--- config.mk ---
export PLATFORM = sky130hd
export DESIGN_NAME = dst_light_schedule_interpolator
export DESIGN_NICKNAME = d
export VERILOG_FILES = /design/src/rtl/core/dlsi_pkg.sv /design/src/rtl/core/dst_light_schedule_interpolator.sv /design/src/rtl/core/dlsi_ram.sv /design/src/rtl/core/dlsi_datapath.sv /design/src/rtl/core/dlsi_ctrl.sv
export VERILOG_INCLUDE_DIRS = /design/src /design/src/rtl/core
export SDC_FILE = /design/constraint.sdc
export NUM_CORES = 1
export LEC_CHECK = 0
export BUFFER_PORTS_ARGS = -buffer_cell sky130_fd_sc_hd__buf_2
export CORE_UTILIZATION = 63
export DETAILED_ROUTE_END_ITERATION = 7
export GPL_TIMING_DRIVEN = 0
export PLACE_DENSITY = 0.9
export SLEW_MARGIN = 20
export SYNTH_ARGS = -nofsm -noshare
export SYNTH_HDL_FRONTEND = slang
export SYNTH_HIERARCHICAL = 1
export SYNTH_SLANG_ARGS = --single-unit
--- constraint.sdc ---
create_clock -name clock -period 10.3 [get_ports clock]
set_input_delay 2.06 -clock clock [delete_from_list [all_inputs] [get_ports clock]]
set_output_delay 2.06 -clock clock [all_outputs]
set_load 0.005 [all_outputs]
--- src/rtl/core/assert_macros.svh ---
// assertion macros used by the top level of the light schedule interpolator
// no dependencies; include by bare file name
`ifndef ASSERT_MACROS_SVH
`define ASSERT_MACROS_SVH

// property that must hold at every clock edge outside reset
`define ASSERT_ALWAYS(lbl, clk, rst, prop, msg) \
   lbl: assert property (@(posedge clk) disable iff (rst) (prop)) else $error(msg);

// same-cycle implication
`define ASSERT_IMPLY(lbl, clk, rst, ante, cons, msg) \
   lbl: assert property (@(posedge clk) disable iff (rst) (ante) |-> (cons)) else $error(msg);

// next-cycle implication
`define ASSERT_NEXT(lbl, clk, rst, ante, cons, msg) \
   lbl: assert property (@(posedge clk) disable iff (rst) (ante) |=> (cons)) else $error(msg);

`endif

--- src/rtl/core/dlsi_pkg.sv ---
// shared types, constants and helpers of the light schedule interpolator
// no dependencies; used by the controller, the datapath and the top level
package dlsi_pkg;

   // default table depth
   localparam int MAX_ENTRIES_DEF = 16;

   // field widths
   localparam int INDEX_W     = 4;
   localparam int HOUR_W      = 5;
   localparam int MINUTE_W    = 6;
   localparam int LEVEL_W     = 7;
   localparam int MONTH_W     = 4;
   localparam int DAY_W       = 5;
   localparam int WEEKDAY_W   = 3;
   localparam int TABLE_LEN_W = 5;
   localparam int ENTRY_W     = HOUR_W + MINUTE_W + LEVEL_W;

   // csr port
   localparam int CSR_INDEX_W = 2;
   localparam int CSR_DATA_W  = 5;
   localparam logic [CSR_INDEX_W-1:0] CSR_TABLE_LENGTH = 2'd0;
   localparam logic [CSR_INDEX_W-1:0] CSR_CLOCK_AT_DST = 2'd1;

   // item kinds
   localparam logic CMD_LOAD = 1'b0;
   localparam logic CMD_TIME = 1'b1;

   // calendar constants
   localparam int HOURS_PER_DAY = 24;
   localparam int DAY_MINUTES   = HOURS_PER_DAY * 60;
   localparam int SWITCH_DAY    = 25;
   localparam int SWITCH_HOUR   = 3;
   localparam int SUNDAY_CODE   = 7;
   localparam int LEVEL_MAX     = 127;

   // datapath widths
   localparam int TOD_W     = 11;             // minute of day, out-of-range entries up to 1923
   localparam int SPAN_W    = 13;             // signed span and elapsed minutes
   localparam int MUL_A_W   = LEVEL_W + 2;    // signed level or level difference
   localparam int NUM_W     = 22;             // signed interpolation numerator
   localparam int DIV_W     = NUM_W - 1;      // magnitude bits of a non-negative numerator
   localparam int REM_W     = SPAN_W;
   localparam int DIV_CNT_W = $clog2(DIV_W);

   typedef enum logic [3:0] {
      ST_IDLE,
      ST_WALK,
      ST_FLUSH,
      ST_SPAN,
      ST_MUL_LO,
      ST_MUL_HI,
      ST_DIV_LOAD,
      ST_DIV,
      ST_SEND
   } state_type;

   // controller to datapath
   typedef struct packed {
      logic load_entry;
      logic capture_time;
      logic walk_rd;
      logic eval_en;
      logic eval_first;
      logic eval_final;
      logic resolve;
      logic mul_lo;
      logic mul_hi;
      logic div_load;
      logic div_step;
      logic out_load;
   } cmd_type;

   // datapath to controller
   typedef struct packed {
      logic out_free;
   } status_type;

   // hour * 60 + minute, with 60 = 64 - 4
   function automatic logic [TOD_W-1:0] minute_of_day(input logic [HOUR_W-1:0] h,
                                                     input logic [MINUTE_W-1:0] m);
      logic [TOD_W-1:0] hx;
      hx = TOD_W'(h);
      return (hx << 6) - (hx << 2) + TOD_W'(m);
   endfunction

endpackage

--- src/rtl/core/dst_light_schedule_interpolator.sv ---
// Light schedule interpolator. A load word (cmd 0) writes one schedule point
// into the table and is taken without holding the input, with no result. A time word
// (cmd 1) updates the sticky European summer-time flag, corrects the clock
// hour by one hour modulo 24, walks the first table_length entries (zero taken
// as one, clipped to the table depth) one RAM read per cycle to find the points
// around now (wrapping across midnight), and interpolates the level with one
// shared multiplier and a bit-serial divider that yields one quotient bit per
// cycle. A time word holds the input from the table walk through the span,
// multiply and 21 divider steps until the result is loaded, also while the
// previous result still waits in the output register; the result then sits in
// that register, so the next word is taken while it waits. Writes to the csr
// port are taken at any time but belong to idle periods. Uses dlsi_pkg,
// dlsi_ctrl, dlsi_datapath, assert_macros.svh.
`include "assert_macros.svh"

module dst_light_schedule_interpolator #(
   parameter int MAX_ENTRIES = dlsi_pkg::MAX_ENTRIES_DEF
) (
   input  logic                                clock,
   input  logic                                reset,
   // input words
   input  logic                                req_valid,
   output logic                                req_stall,
   input  logic                                req_cmd,
   input  logic [dlsi_pkg::INDEX_W-1:0]        req_entry_index,
   input  logic [dlsi_pkg::HOUR_W-1:0]         req_entry_hour,
   input  logic [dlsi_pkg::MINUTE_W-1:0]       req_entry_minute,
   input  logic [dlsi_pkg::LEVEL_W-1:0]        req_entry_level,
   input  logic [dlsi_pkg::MONTH_W-1:0]        req_month,
   input  logic [dlsi_pkg::DAY_W-1:0]          req_day,
   input  logic [dlsi_pkg::WEEKDAY_W-1:0]      req_weekday,
   input  logic [dlsi_pkg::HOUR_W-1:0]         req_hour,
   input  logic [dlsi_pkg::MINUTE_W-1:0]       req_minute,
   // result words
   output logic                                rsp_valid,
   input  logic                                rsp_stall,
   output logic [dlsi_pkg::LEVEL_W-1:0]        rsp_brightness,
   output logic                                rsp_status_led_on,
   output logic                                rsp_power_led_on,
   output logic                                rsp_summer_time,
   output logic [dlsi_pkg::HOUR_W-1:0]         rsp_local_hour,
   // csr writes
   input  logic                                csr_valid,
   output logic                                csr_ready,
   input  logic [dlsi_pkg::CSR_INDEX_W-1:0]    csr_index,
   input  logic [dlsi_pkg::CSR_DATA_W-1:0]     csr_data
);

   localparam int AW    = (MAX_ENTRIES > 1) ? $clog2(MAX_ENTRIES) : 1;
   localparam int LEN_W = $clog2(MAX_ENTRIES + 1);

   dlsi_pkg::cmd_type    cmd;
   dlsi_pkg::status_type status;
   logic [AW-1:0]        walk_addr;
   logic [LEN_W-1:0]     len;

   // csr writes are always taken
   assign csr_ready = 1'b1;

   dlsi_ctrl #(
      .MAX_ENTRIES (MAX_ENTRIES)
   ) u_ctrl (
      .clock     (clock),
      .reset     (reset),
      .req_valid (req_valid),
      .req_cmd   (req_cmd),
      .req_stall (req_stall),
      .len       (len),
      .status    (status),
      .cmd       (cmd),
      .walk_addr (walk_addr)
   );

   dlsi_datapath #(
      .MAX_ENTRIES (MAX_ENTRIES)
   ) u_datapath (
      .clock             (clock),
      .reset             (reset),
      .cmd               (cmd),
      .walk_addr         (walk_addr),
      .status            (status),
      .len               (len),
      .req_entry_index   (req_entry_index),
      .req_entry_hour    (req_entry_hour),
      .req_entry_minute  (req_entry_minute),
      .req_entry_level   (req_entry_level),
      .req_month         (req_month),
      .req_day           (req_day),
      .req_weekday       (req_weekday),
      .req_hour          (req_hour),
      .req_minute        (req_minute),
      .csr_we            (csr_valid && csr_ready),
      .csr_index         (csr_index),
      .csr_data          (csr_data),
      .rsp_valid         (rsp_valid),
      .rsp_stall         (rsp_stall),
      .rsp_brightness    (rsp_brightness),
      .rsp_status_led_on (rsp_status_led_on),
      .rsp_power_led_on  (rsp_power_led_on),
      .rsp_summer_time   (rsp_summer_time),
      .rsp_local_hour    (rsp_local_hour)
   );

   // result and handshake checks
   `ASSERT_ALWAYS(a_led_exclusive, clock, reset, !rsp_valid || (rsp_status_led_on != rsp_power_led_on), "status and power leds both on or both off")
   `ASSERT_IMPLY(a_led_level, clock, reset, rsp_valid, rsp_status_led_on == (rsp_brightness != '0), "status led disagrees with brightness")
   `ASSERT_IMPLY(a_hour_wrap, clock, reset, rsp_valid, rsp_local_hour < dlsi_pkg::HOUR_W'(dlsi_pkg::HOURS_PER_DAY), "local hour not wrapped")
   `ASSERT_NEXT(a_time_busy, clock, reset, req_valid && !req_stall && (req_cmd == dlsi_pkg::CMD_TIME), req_stall, "time word accepted but input not held")
   `ASSERT_NEXT(a_load_single, clock, reset, req_valid && !req_stall && (req_cmd == dlsi_pkg::CMD_LOAD), !req_stall, "load word held the input")

endmodule

--- src/rtl/core/dlsi_ram.sv ---
// generic single-port-write, single-port-read ram with registered read data
// no dependencies
module dlsi_ram #(
   parameter int WIDTH = 18,
   parameter int DEPTH = 16,
   localparam int ADDR_W = (DEPTH > 1) ? $clog2(DEPTH) : 1
) (
   input  logic              clock,
   input  logic              wr_en,
   input  logic [ADDR_W-1:0] wr_addr,
   input  logic [WIDTH-1:0]  wr_data,
   input  logic              rd_en,
   input  logic [ADDR_W-1:0] rd_addr,
   output logic [WIDTH-1:0]  rd_data
);

   logic [WIDTH-1:0] mem_ff [DEPTH];
   logic [WIDTH-1:0] rd_data_ff;

   // write port
   always_ff @(posedge clock) begin
      if (wr_en) begin
         mem_ff[wr_addr] <= wr_data;
      end
   end

   // registered read port
   always_ff @(posedge clock) begin
      if (rd_en) begin
         rd_data_ff <= mem_ff[rd_addr];
      end
   end

   assign rd_data = rd_data_ff;

endmodule

--- src/rtl/core/dlsi_datapath.sv ---
// datapath: csr registers, schedule table, summer-time logic, span search,
// interpolation multiply and bit-serial divider; uses dlsi_pkg and dlsi_ram
module dlsi_datapath #(
   parameter int MAX_ENTRIES = dlsi_pkg::MAX_ENTRIES_DEF,
   localparam int AW = (MAX_ENTRIES > 1) ? $clog2(MAX_ENTRIES) : 1,
   localparam int LEN_W = $clog2(MAX_ENTRIES + 1)
) (
   input  logic                                clock,
   input  logic                                reset,
   input  dlsi_pkg::cmd_type                   cmd,
   input  logic [AW-1:0]                       walk_addr,
   output dlsi_pkg::status_type                status,
   output logic [LEN_W-1:0]                    len,
   // input item fields
   input  logic [dlsi_pkg::INDEX_W-1:0]        req_entry_index,
   input  logic [dlsi_pkg::HOUR_W-1:0]         req_entry_hour,
   input  logic [dlsi_pkg::MINUTE_W-1:0]       req_entry_minute,
   input  logic [dlsi_pkg::LEVEL_W-1:0]        req_entry_level,
   input  logic [dlsi_pkg::MONTH_W-1:0]        req_month,
   input  logic [dlsi_pkg::DAY_W-1:0]          req_day,
   input  logic [dlsi_pkg::WEEKDAY_W-1:0]      req_weekday,
   input  logic [dlsi_pkg::HOUR_W-1:0]         req_hour,
   input  logic [dlsi_pkg::MINUTE_W-1:0]       req_minute,
   // csr writes
   input  logic                                csr_we,
   input  logic [dlsi_pkg::CSR_INDEX_W-1:0]    csr_index,
   input  logic [dlsi_pkg::CSR_DATA_W-1:0]     csr_data,
   // result word
   output logic                                rsp_valid,
   input  logic                                rsp_stall,
   output logic [dlsi_pkg::LEVEL_W-1:0]        rsp_brightness,
   output logic                                rsp_status_led_on,
   output logic                                rsp_power_led_on,
   output logic                                rsp_summer_time,
   output logic [dlsi_pkg::HOUR_W-1:0]         rsp_local_hour
);

   localparam int TOD_W   = dlsi_pkg::TOD_W;
   localparam int SPAN_W  = dlsi_pkg::SPAN_W;
   localparam int MUL_A_W = dlsi_pkg::MUL_A_W;
   localparam int NUM_W   = dlsi_pkg::NUM_W;
   localparam int DIV_W   = dlsi_pkg::DIV_W;
   localparam int REM_W   = dlsi_pkg::REM_W;
   localparam int LEVEL_W = dlsi_pkg::LEVEL_W;
   localparam int HOUR_W  = dlsi_pkg::HOUR_W;

   // csr registers
   logic [dlsi_pkg::TABLE_LEN_W-1:0] table_length_ff;
   logic                             clock_at_dst_ff;

   always_ff @(posedge clock) begin
      if (reset) begin
         table_length_ff <= dlsi_pkg::TABLE_LEN_W'(1);
         clock_at_dst_ff <= 1'b0;
      end else if (csr_we) begin
         case (csr_index)
            dlsi_pkg::CSR_TABLE_LENGTH: table_length_ff <= csr_data;
            dlsi_pkg::CSR_CLOCK_AT_DST: clock_at_dst_ff <= csr_data[0];
            default: ;
         endcase
      end
   end

   // entries in use, zero taken as one, clipped to the table depth
   always_comb begin
      if (table_length_ff == '0) begin
         len = LEN_W'(1);
      end else if (int'(table_length_ff) > MAX_ENTRIES) begin
         len = LEN_W'(MAX_ENTRIES);
      end else begin
         len = LEN_W'(table_length_ff);
      end
   end

   // schedule table
   logic                            tbl_we;
   logic [dlsi_pkg::ENTRY_W-1:0]    tbl_rd_data;

   assign tbl_we = cmd.load_entry && (int'(req_entry_index) < MAX_ENTRIES);

   dlsi_ram #(
      .WIDTH (dlsi_pkg::ENTRY_W),
      .DEPTH (MAX_ENTRIES)
   ) u_table (
      .clock   (clock),
      .wr_en   (tbl_we),
      .wr_addr (AW'(req_entry_index)),
      .wr_data ({req_entry_hour, req_entry_minute, req_entry_level}),
      .rd_en   (cmd.walk_rd),
      .rd_addr (walk_addr),
      .rd_data (tbl_rd_data)
   );

   // summer-time rule and hour correction
   logic                   dst_ff;
   logic                   dst_in;
   logic [HOUR_W-1:0]      lhour_ff;
   logic [HOUR_W-1:0]      lhour_in;
   logic [TOD_W-1:0]       now_ff;
   logic [dlsi_pkg::WEEKDAY_W-1:0] wday;
   logic                   late_week;
   logic                   after_switch;
   logic [5:0]             hour_sum;

   always_comb begin
      wday = (int'(req_weekday) == dlsi_pkg::SUNDAY_CODE) ? '0 : req_weekday;
      // last week of the month: day - weekday >= 25
      late_week = {1'b0, req_day} >= (6'(dlsi_pkg::SWITCH_DAY) + 6'(wday));
      after_switch = req_hour >= HOUR_W'(dlsi_pkg::SWITCH_HOUR);

      case (req_month) inside
         [4'd0:4'd2], [4'd11:4'd15]: dst_in = 1'b0;
         [4'd4:4'd9]:                dst_in = 1'b1;
         4'd3:                       dst_in = (late_week && after_switch) ? 1'b1 : dst_ff;
         4'd10:                      dst_in = !late_week || !after_switch;
         default:                    dst_in = dst_ff;
      endcase

      // shift one hour against the clock's own setting, then wrap
      if (dst_in && !clock_at_dst_ff) begin
         hour_sum = 6'(req_hour) + 6'd1;
      end else if (!dst_in && clock_at_dst_ff) begin
         hour_sum = 6'(req_hour) + 6'(dlsi_pkg::HOURS_PER_DAY - 1);
      end else begin
         hour_sum = 6'(req_hour);
      end
      if (hour_sum >= 6'(2 * dlsi_pkg::HOURS_PER_DAY)) begin
         lhour_in = HOUR_W'(hour_sum - 6'(2 * dlsi_pkg::HOURS_PER_DAY));
      end else if (hour_sum >= 6'(dlsi_pkg::HOURS_PER_DAY)) begin
         lhour_in = HOUR_W'(hour_sum - 6'(dlsi_pkg::HOURS_PER_DAY));
      end else begin
         lhour_in = HOUR_W'(hour_sum);
      end
   end

   always_ff @(posedge clock) begin
      if (reset) begin
         dst_ff <= 1'b0;
      end else if (cmd.capture_time) begin
         dst_ff <= dst_in;
      end
   end

   always_ff @(posedge clock) begin
      if (cmd.capture_time) begin
         lhour_ff <= lhour_in;
         now_ff   <= dlsi_pkg::minute_of_day(lhour_in, req_minute);
      end
   end

   // table walk: last entry at or before now, first entry after now
   logic [TOD_W-1:0]   ent_t;
   logic [LEVEL_W-1:0] ent_l;
   logic               have_last_ff;
   logic               have_next_ff;
   logic [TOD_W-1:0]   last_t_ff, next_t_ff, first_t_ff, fin_t_ff;
   logic [LEVEL_W-1:0] last_l_ff, next_l_ff, first_l_ff, fin_l_ff;

   assign ent_t = dlsi_pkg::minute_of_day(
      tbl_rd_data[dlsi_pkg::ENTRY_W-1 -: HOUR_W],
      tbl_rd_data[LEVEL_W +: dlsi_pkg::MINUTE_W]);
   assign ent_l = tbl_rd_data[LEVEL_W-1:0];

   always_ff @(posedge clock) begin
      if (reset || cmd.capture_time) begin
         have_last_ff <= 1'b0;
         have_next_ff <= 1'b0;
      end else if (cmd.eval_en) begin
         if (now_ff >= ent_t) begin
            have_last_ff <= 1'b1;
         end
         if (now_ff < ent_t) begin
            have_next_ff <= 1'b1;
         end
      end
   end

   always_ff @(posedge clock) begin
      if (cmd.eval_en) begin
         if (now_ff >= ent_t) begin
            last_t_ff <= ent_t;
            last_l_ff <= ent_l;
         end
         if (!have_next_ff && (now_ff < ent_t)) begin
            next_t_ff <= ent_t;
            next_l_ff <= ent_l;
         end
         if (cmd.eval_first) begin
            first_t_ff <= ent_t;
            first_l_ff <= ent_l;
         end
         if (cmd.eval_final) begin
            fin_t_ff <= ent_t;
            fin_l_ff <= ent_l;
         end
      end
   end

   // span and elapsed minutes, wrapping across midnight
   logic [TOD_W-1:0]         lo_t, hi_t;
   logic [LEVEL_W-1:0]       lo_l, hi_l;
   logic signed [SPAN_W-1:0] lo_s, hi_s, now_s, day_s;
   logic signed [SPAN_W-1:0] span_in, elapsed_in;
   logic signed [SPAN_W-1:0] d_ff, n_ff;
   logic [LEVEL_W-1:0]       lvl_lo_ff, lvl_hi_ff;

   always_comb begin
      lo_t  = have_last_ff ? last_t_ff : fin_t_ff;
      lo_l  = have_last_ff ? last_l_ff : fin_l_ff;
      hi_t  = have_next_ff ? next_t_ff : first_t_ff;
      hi_l  = have_next_ff ? next_l_ff : first_l_ff;
      lo_s  = $signed(SPAN_W'(lo_t));
      hi_s  = $signed(SPAN_W'(hi_t));
      now_s = $signed(SPAN_W'(now_ff));
      day_s = $signed(SPAN_W'(dlsi_pkg::DAY_MINUTES));
      if (hi_t >= lo_t) begin
         span_in    = hi_s - lo_s;
         elapsed_in = now_s - lo_s;
      end else begin
         span_in    = hi_s + day_s - lo_s;
         elapsed_in = (now_ff >= lo_t) ? (now_s - lo_s) : (now_s + day_s - lo_s);
      end
   end

   always_ff @(posedge clock) begin
      if (cmd.resolve) begin
         d_ff      <= span_in;
         n_ff      <= elapsed_in;
         lvl_lo_ff <= lo_l;
         lvl_hi_ff <= hi_l;
      end
   end

   // numerator lo*d + (hi - lo)*n on one shared multiplier
   logic signed [MUL_A_W-1:0] mul_a;
   logic signed [SPAN_W-1:0]  mul_b;
   logic signed [NUM_W-1:0]   mul_p;
   logic signed [NUM_W-1:0]   num_ff;

   always_comb begin
      if (cmd.mul_hi) begin
         mul_a = $signed(MUL_A_W'(lvl_hi_ff)) - $signed(MUL_A_W'(lvl_lo_ff));
         mul_b = n_ff;
      end else begin
         mul_a = $signed(MUL_A_W'(lvl_lo_ff));
         mul_b = d_ff;
      end
   end

   assign mul_p = NUM_W'(mul_a) * NUM_W'(mul_b);

   always_ff @(posedge clock) begin
      if (cmd.mul_lo) begin
         num_ff <= mul_p;
      end else if (cmd.mul_hi) begin
         num_ff <= num_ff + mul_p;
      end
   end

   // restoring divider, one quotient bit per cycle
   logic [DIV_W-1:0] quo_ff;
   logic [REM_W-1:0] rem_ff;
   logic [REM_W-1:0] rem_sh;
   logic [REM_W-1:0] divisor;
   logic             fits;

   assign rem_sh  = {rem_ff[REM_W-2:0], quo_ff[DIV_W-1]};
   assign divisor = REM_W'($unsigned(d_ff));
   assign fits    = rem_sh >= divisor;

   always_ff @(posedge clock) begin
      if (cmd.div_load) begin
         // a negative numerator floors below zero and clamps to zero
         quo_ff <= num_ff[NUM_W-1] ? '0 : num_ff[DIV_W-1:0];
         rem_ff <= '0;
      end else if (cmd.div_step) begin
         quo_ff <= {quo_ff[DIV_W-2:0], fits};
         rem_ff <= fits ? (rem_sh - divisor) : rem_sh;
      end
   end

   // result word
   logic [LEVEL_W-1:0] level;
   logic               rsp_valid_ff;
   logic [LEVEL_W-1:0] brightness_ff;
   logic               summer_ff;
   logic [HOUR_W-1:0]  local_hour_ff;

   always_comb begin
      if (d_ff[SPAN_W-1] || (d_ff == '0)) begin
         // no span: hold the earlier point's level
         level = lvl_lo_ff;
      end else if (quo_ff > DIV_W'(dlsi_pkg::LEVEL_MAX)) begin
         level = LEVEL_W'(dlsi_pkg::LEVEL_MAX);
      end else begin
         level = quo_ff[LEVEL_W-1:0];
      end
   end

   always_ff @(posedge clock) begin
      if (reset) begin
         rsp_valid_ff <= 1'b0;
      end else if (cmd.out_load) begin
         rsp_valid_ff <= 1'b1;
      end else if (!rsp_stall) begin
         rsp_valid_ff <= 1'b0;
      end
   end

   always_ff @(posedge clock) begin
      if (cmd.out_load) begin
         brightness_ff <= level;
         summer_ff     <= dst_ff;
         local_hour_ff <= lhour_ff;
      end
   end

   assign status.out_free    = !rsp_valid_ff || !rsp_stall;
   assign rsp_valid          = rsp_valid_ff;
   assign rsp_brightness     = brightness_ff;
   assign rsp_status_led_on  = brightness_ff != '0;
   assign rsp_power_led_on   = brightness_ff == '0;
   assign rsp_summer_time    = summer_ff;
   assign rsp_local_hour     = local_hour_ff;

endmodule

--- src/rtl/core/dlsi_ctrl.sv ---
// controller: state machine that sequences load, table walk, multiply,
// division and result hand-off; uses dlsi_pkg
module dlsi_ctrl #(
   parameter int MAX_ENTRIES = dlsi_pkg::MAX_ENTRIES_DEF,
   localparam int AW = (MAX_ENTRIES > 1) ? $clog2(MAX_ENTRIES) : 1,
   localparam int LEN_W = $clog2(MAX_ENTRIES + 1)
) (
   input  logic                 clock,
   input  logic                 reset,
   input  logic                 req_valid,
   input  logic                 req_cmd,
   output logic                 req_stall,
   input  logic [LEN_W-1:0]     len,
   input  dlsi_pkg::status_type status,
   output dlsi_pkg::cmd_type    cmd,
   output logic [AW-1:0]        walk_addr
);

   localparam int DIV_CNT_W = dlsi_pkg::DIV_CNT_W;

   dlsi_pkg::state_type  state_ff, state_in;
   logic [AW-1:0]        walk_idx_ff;
   logic [DIV_CNT_W-1:0] div_cnt_ff;
   logic                 eval_en_ff, eval_first_ff, eval_final_ff;
   logic                 walk_last;
   logic                 div_last;
   logic                 take_time;

   assign walk_last = (LEN_W'(walk_idx_ff) + LEN_W'(1)) == len;
   assign div_last  = div_cnt_ff == DIV_CNT_W'(dlsi_pkg::DIV_W - 1);
   assign take_time = req_valid && (req_cmd == dlsi_pkg::CMD_TIME);

   // next state
   always_comb begin
      state_in = state_ff;
      case (state_ff)
         dlsi_pkg::ST_IDLE:     if (take_time) state_in = dlsi_pkg::ST_WALK;
         dlsi_pkg::ST_WALK:     if (walk_last) state_in = dlsi_pkg::ST_FLUSH;
         dlsi_pkg::ST_FLUSH:    state_in = dlsi_pkg::ST_SPAN;
         dlsi_pkg::ST_SPAN:     state_in = dlsi_pkg::ST_MUL_LO;
         dlsi_pkg::ST_MUL_LO:   state_in = dlsi_pkg::ST_MUL_HI;
         dlsi_pkg::ST_MUL_HI:   state_in = dlsi_pkg::ST_DIV_LOAD;
         dlsi_pkg::ST_DIV_LOAD: state_in = dlsi_pkg::ST_DIV;
         dlsi_pkg::ST_DIV:      if (div_last) state_in = dlsi_pkg::ST_SEND;
         dlsi_pkg::ST_SEND:     if (status.out_free) state_in = dlsi_pkg::ST_IDLE;
         default:               state_in = dlsi_pkg::ST_IDLE;
      endcase
   end

   always_ff @(posedge clock) begin
      if (reset) begin
         state_ff <= dlsi_pkg::ST_IDLE;
      end else begin
         state_ff <= state_in;
      end
   end

   // walk and divider counters
   always_ff @(posedge clock) begin
      if (reset) begin
         walk_idx_ff <= '0;
         div_cnt_ff  <= '0;
      end else begin
         if (state_ff == dlsi_pkg::ST_IDLE) begin
            walk_idx_ff <= '0;
         end else if (state_ff == dlsi_pkg::ST_WALK) begin
            walk_idx_ff <= walk_idx_ff + AW'(1);
         end
         if (state_ff == dlsi_pkg::ST_DIV_LOAD) begin
            div_cnt_ff <= '0;
         end else if (state_ff == dlsi_pkg::ST_DIV) begin
            div_cnt_ff <= div_cnt_ff + DIV_CNT_W'(1);
         end
      end
   end

   // table read data arrives in the cycle after the address
   always_ff @(posedge clock) begin
      if (reset) begin
         eval_en_ff    <= 1'b0;
         eval_first_ff <= 1'b0;
         eval_final_ff <= 1'b0;
      end else begin
         eval_en_ff    <= state_ff == dlsi_pkg::ST_WALK;
         eval_first_ff <= (state_ff == dlsi_pkg::ST_WALK) && (walk_idx_ff == '0);
         eval_final_ff <= (state_ff == dlsi_pkg::ST_WALK) && walk_last;
      end
   end

   // outputs
   always_comb begin
      req_stall        = state_ff != dlsi_pkg::ST_IDLE;
      cmd              = '0;
      cmd.load_entry   = (state_ff == dlsi_pkg::ST_IDLE) && req_valid &&
                         (req_cmd == dlsi_pkg::CMD_LOAD);
      cmd.capture_time = (state_ff == dlsi_pkg::ST_IDLE) && take_time;
      cmd.walk_rd      = state_ff == dlsi_pkg::ST_WALK;
      cmd.eval_en      = eval_en_ff;
      cmd.eval_first   = eval_first_ff;
      cmd.eval_final   = eval_final_ff;
      cmd.resolve      = state_ff == dlsi_pkg::ST_SPAN;
      cmd.mul_lo       = state_ff == dlsi_pkg::ST_MUL_LO;
      cmd.mul_hi       = state_ff == dlsi_pkg::ST_MUL_HI;
      cmd.div_load     = state_ff == dlsi_pkg::ST_DIV_LOAD;
      cmd.div_step     = state_ff == dlsi_pkg::ST_DIV;
      cmd.out_load     = (state_ff == dlsi_pkg::ST_SEND) && status.out_free;
   end

   assign walk_addr = walk_idx_ff;

endmodule
== Word-level counts from Yosys, hierarchy flattened ==
Memories as Yosys holds them, arrays and structs flattened. A register that Yosys moved wholly into a read port is not among the register bits.
Cells that the tools add are included.
Widths: inputs -> output; s select.

* Register bits: 222
* Latch bits: 0
* Bits in writable memories: 288
* ROM bits: 0
* Input port bits: 58
* Output and inout bits: 18
* Word-level logic and storage cells: 176
* Memories kept: 1

{| class="wikitable"
|+ Memories
! name !! depth !! bits a word !! read ports !! clocked after memory_dff !! wr ports !! RTL line !! RTL
|-
| u_datapath.u_table.mem_ff || 16 || 18 || 1 || 1 || 1 || dlsi_ram.sv:17 || <nowiki>logic [WIDTH-1:0] mem_ff [DEPTH];</nowiki>
|}

* $add $sub $neg: 21
* Multiply operators: 1
* Div/mod/pow operators: 0
* Order comparisons: 17
* Equality and inequality tests: 19
* Shift-type cells: 0
* Muxes and demuxes: 38
* Bitwise gates (word level): 1
* Reductions and logical operators: 46

{| class="wikitable"
|+ Operators with widths
! operator !! number
|-
| $mux 21 || 3
|-
| $mux 13 || 4
|-
| $mux 22 || 2
|-
| $pmux 4 s9 || 1
|-
| $ge 11x11->1 || 3
|-
| $mux 7 || 4
|-
| $sub 13x12->13 || 2
|-
| $add 11x11->12 const B || 2
|-
| $sub 11x11->12 || 2
|-
| $add 11x6->11 || 2
|-
| $add 22x22->22 || 1
|-
| $mul 9x13->22 || 1
|-
| $mux 11 || 2
|-
| $sub 11x7->11 || 2
|-
| $gt 21x7->1 const B || 1
|-
| $mux 5 || 4
|-
| $eq 4x3->1 const B || 4
|-
| $mux 4 || 4
|-
| $logic_and 1x1->1 || 14
|-
| $reduce_and 2->1 || 7
|-
| $ge 13x13->1 || 1
|-
| $logic_not 13->1 || 1
|-
| $eq 4x2->1 const B || 3
|-
| $mux 12 || 1
|-
| other kinds (44) || 72
|}

== Logic depth before layout (Yosys ltp) ==
* Word-level depth: 19
* Mapped depth: 41
* Depth with buffers taken out: 39

== Modules after synthesis ==
Netlist, hierarchy kept.

{| class="wikitable"
|+ Modules (own cells, without submodules)
! module !! instances !! cells an instance !! area each (um^2)
|-
| dlsi_datapath || 1 || 1696 || 17150.2
|-
| dlsi_ram || 1 || 482 || 11502.3
|-
| dlsi_ctrl || 1 || 113 || 932.1
|-
| dst_light_schedule_interpolator || 1 || 2 || 11.3
|}

== Worst setup path after synthesis ==
OpenSTA, ideal clock, no wires.

* Path kind: reg2reg
* From: reg u_ctrl.state_ff[1]
* To: reg u_datapath.num_ff[20], data pin
* Arrival time: 7.910 ns
* Slack: 2.130 ns
* Cell stages (with the launch flop): 34
* Buffers on the path: 4
* Period minus slack after synthesis: 8.170 ns
* Path through: dfxtp_1 > clkbuf_1 > nor2_1 > and3_1 > buf_1 > clkbuf_1 > clkbuf_1 > nand2_1 > o21ai_0 > nand2_1 > fa_1 > inv_1 > fa_1 > fa_1 > fa_1 > inv_1 > fa_1 > inv_1 > ha_1 > a21oi_1 > o21bai_1 > a21oi_1 > o21bai_1 > a21oi_1 > xnor2_1 > ha_1 > a21o_1 > a221o_1 > a31oi_1 > nor2b_1 > o41ai_1 > o21ai_1 > xor2_1 > mux2_2

{| class="wikitable"
|+ RTL lines
! what !! RTL line !! RTL
|-
| from (decl) || dlsi_ctrl.sv:21 || <nowiki>dlsi_pkg::state_type state_ff, state_in;</nowiki>
|-
| from (signal assigned) || dlsi_ctrl.sv:52 || <nowiki>state_ff <= dlsi_pkg::ST_IDLE;</nowiki>
|-
| from (signal assigned) || dlsi_ctrl.sv:54 || <nowiki>state_ff <= state_in;</nowiki>
|-
| to (signal assigned) || dlsi_datapath.sv:254 || <nowiki>num_ff <= mul_p;</nowiki>
|-
| to (signal assigned) || dlsi_datapath.sv:256 || <nowiki>num_ff <= num_ff + mul_p;</nowiki>
|-
| to (decl) || dlsi_datapath.sv:238 || <nowiki>logic signed [NUM_W-1:0] num_ff;</nowiki>
|}

==> run metrics <==
status=completed; final setup violation count=0; Final Instance Count excl. Fillers=just over 3000; Pins Over Slew Limit=0; Seq. cell area=between 15000 and 20000 um2; Core Region=~46000 um2; EDFF count, synth=490; required time of the critical path=about 11000 ps; I/O Buffers=between 70 and 80; routed via count=a little under 20000; max-cap check violation count=0; synth unique cells=between 90 and 100; flop-to-flop setup slack=around 640 ps; Max Clk Rate=between 0.1 and 0.15 GHz; nets=roughly 2800; FF-to-FF path depth=35; Synth area leaders=edfxtp_1 50%, fa_1 8.0%, ha_1 7.4%; global-route wire length before repair=roughly 110000 um; die span in x=between 200 and 250 um; reg2reg end=u_datapath/num_ff[20]$_DFFE_PP_; dpl cells=between 2000 and 3000; Worst Skew=roughly 60 ps; RSZ-0062 raised after global routing=no; Async SR Flop Fraction=0%; total die area=47800 um2; leading area contributor after synthesis=edfxtp_1; DR vias/cell=~6.4; GRT Resource Usage Total=between 30% and 40%; CP arrival=roughly 10000 ps; final hold vios=0; slew of the pin with the lowest slew margin=between 1000 and 1500 ps; syn nets=approximately 2600; CP startpoint=u_ctrl/state_ff[1]$_SDFFE_PP0P_; total gr overflow=0; Rel. slew slack=between 20% and 30%; clock-pin slew on the worst setup and hold paths=60 ps; worst min path class=reg -> reg; Gate Count Post-Synth=about 2300; worst setup margin=about 640 ps; area delta synth->final=10.8%; fin crit share=93.8%; initial core utilization=between 60 and 70%; Hold Path Depth=0; IO Count=76; Place WS=523 ps; vias in the first global route=roughly 20000; CTS Buf Count=52; setup TNS=0 ps; Max stage delay cell, worst path=fa_1; die height=219 um; Ys Warns=6; initial antenna violation count=1; most frequent cell after synthesis=edfxtp_1; leakage power total=12.5 nW; largest net degree at the start of global routing=23; layout cell share with drive strength beyond 1=a little over an eighth; Std-Cell Rows=~80; CTS root buf=clkbuf_16; Fill cells=~2900; multi-input logic area=between 10000 and 15000 um2; DRC=0; crit start category=flop; endpoint class of the critical path=flop; post-synthesis sequential area ratio=between 50% and 60%; crit path to=u_datapath/num_ff[20]$_DFFE_PP_; drt first pass iters=5; most frequent cells after synthesis=490 x edfxtp_1, 244 x inv_1, 177 x nand2_1, 176 x nor2_1, 175 x ha_1; pwr dens=approximately 230 nW/um2; Num Clock Sinks=around 530; Crit Path Class=reg -> reg; cell area after layout=32800 um2; Largest stage delay, worst path=590 ps; Yosys reg bits=~530; TritonCTS clock tree=built; fin util=between 70% and 80%; peak supply drop=~400 uV; Final min period=slightly below 10000 ps; Routability Congestion=between 0.9 and 1; Avg WL per Cell=about 25 um; ANT nets after route=0; Main synth FF type=edfxtp_1; top cell type's share of synthesized area=between 40% and 50%; htree depth=2; Routed Wire Length=about 76000 um; Detail Placement HPWL=around 51000 um; crit path max fanout=10; R2R Path Start=u_ctrl/state_ff[1]$_SDFFE_PP0P_; Post-CTS Setup Bufs=0; mapped cell area=approximately 30000 um2; Post-DP Area=31000 um2; Clock Path Buffers=3; syn_area_per_cell=12.9 um2; clock latency at the later pin of the worst-skew pair=about 640 ps; 1st-iter DRT viols=roughly 1800
## per-stage QoR
stage	hold WS, ps	total power, mW
final	428	7.39
after global routing	431	7.79
after CTS	423	7.37
after detailed placement	405	5.37
after global placement	407	5.23
after floorplan	400	4.75
## worst min-delay path by stage
stage / from / to / slack (ps)
2_1_floorplan: u_datapath/lhour_ff[0]$_DFFE_PP_ / u_datapath/rsp_local_hour[0]$_DFFE_PP_ / 400
3_3_place_gp: u_datapath/lhour_ff[3]$_DFFE_PP_ / u_datapath/rsp_local_hour[3]$_DFFE_PP_ / 410
4_1_cts: u_datapath/lhour_ff[0]$_DFFE_PP_ / u_datapath/rsp_local_hour[0]$_DFFE_PP_ / 420
3_5_place_dp: u_datapath/lhour_ff[0]$_DFFE_PP_ / u_datapath/rsp_local_hour[0]$_DFFE_PP_ / 400
5_1_grt: u_datapath/lhour_ff[0]$_DFFE_PP_ / u_datapath/rsp_local_hour[0]$_DFFE_PP_ / 430
6_report: u_datapath/lhour_ff[0]$_DFFE_PP_ / u_datapath/rsp_local_hour[0]$_DFFE_PP_ / 430
## area by class of cell
type | instances | area share [%]
Antenna cell | 2 | 0.0153
Buffer | 74 | 1.07
Clock buffer | 64 | 4.20
Clock inverter | 33 | 1.25
Inverter | 246 | 2.82
Multi-Input combinational cell | 1445 | 39.5
Sequential cell | 528 | 47.2
Tap cell | 607 | 2.32
Timing Repair Buffer | 90 | 1.61
## power by group
group          switching, mW  internal (mW)  total (mW)
Combinational           1.61           1.17        2.78
Sequential            0.0547           2.56        2.62
Clock                  0.852           1.14        1.99
Total                   2.52           4.87        7.39
## flip-flops by register name, indices dropped and copies added (netlist names), 11 cells and up
| register | flops |
|---|---|
| u_datapath/quo_ff | 21 |
| u_datapath/rem_ff | 12 |
| u_datapath/last_t_ff | 11 |
| u_datapath/now_ff | 11 |
| u_datapath/d_ff | 13 |
| u_datapath/first_t_ff | 11 |
| u_datapath/u_table/rd_data | 18 |
| u_datapath/next_t_ff | 11 |
| u_datapath/u_table/mem_ff | 288 |
| u_datapath/fin_t_ff | 11 |
| u_datapath/n_ff | 13 |
| u_datapath/num_ff | 22 |
## layer usage
layer  GRT usage, %  routed length [um]
met1           36.1               26300
met2           57.8               39000
met3           4.55                5360
met4           20.3                5090
met5              0                   0
## kinds of logic after synthesis
kind of cell    Yosys count  synth area share [%]
simple gates            546                  8.78
flops                   528                  52.3
compound gates          377                  8.48
buf+inv                 320                  4.31
fa+ha+maj               293                  15.4
mux                     130                  7.85
xor+xnor                 98                  2.90
other cells               1                0.0127
## cell usage in the layout (no fill, tap or decap), types with 23 or more instances in the layout
cell type,instances
a21o_1,26
a21oi_1,66
a22oi_1,37
buf_2,80
clkbuf_1,56
clkbuf_16,52
dfxtp_1,38
edfxtp_1,490
fa_1,118
ha_1,175
inv_1,244
mux2_2,23
mux2i_1,33
mux4_2,50
nand2_1,177
nor2_1,163
o21a_1,39
o21ai_0,106
xnor2_1,62
xor2_1,36
## repair_timing
| action | CTS | global route |
|---|---|---|
| resized for setup | 0 | 1 |
| setup endpoints to repair | 0 | 3 |
| hold buffers | 0 | 0 |
## worst max-delay path, delay by kind of cell, from the launching register on
| kind | cells | cell delay, ps |
|---|---|---|
| adder cells (fa/ha/maj) | 8 | 3130 |
| flip-flops | 1 | 290 |
| AO/OA/AOI/OAI | 12 | 2870 |
| AND/OR/NAND/NOR | 5 | 980 |
| multiplexers | 1 | 260 |
| XOR/XNOR | 2 | 390 |
| buffers and inverters | 7 | 1470 |
(Power assumes the default switching activity.)
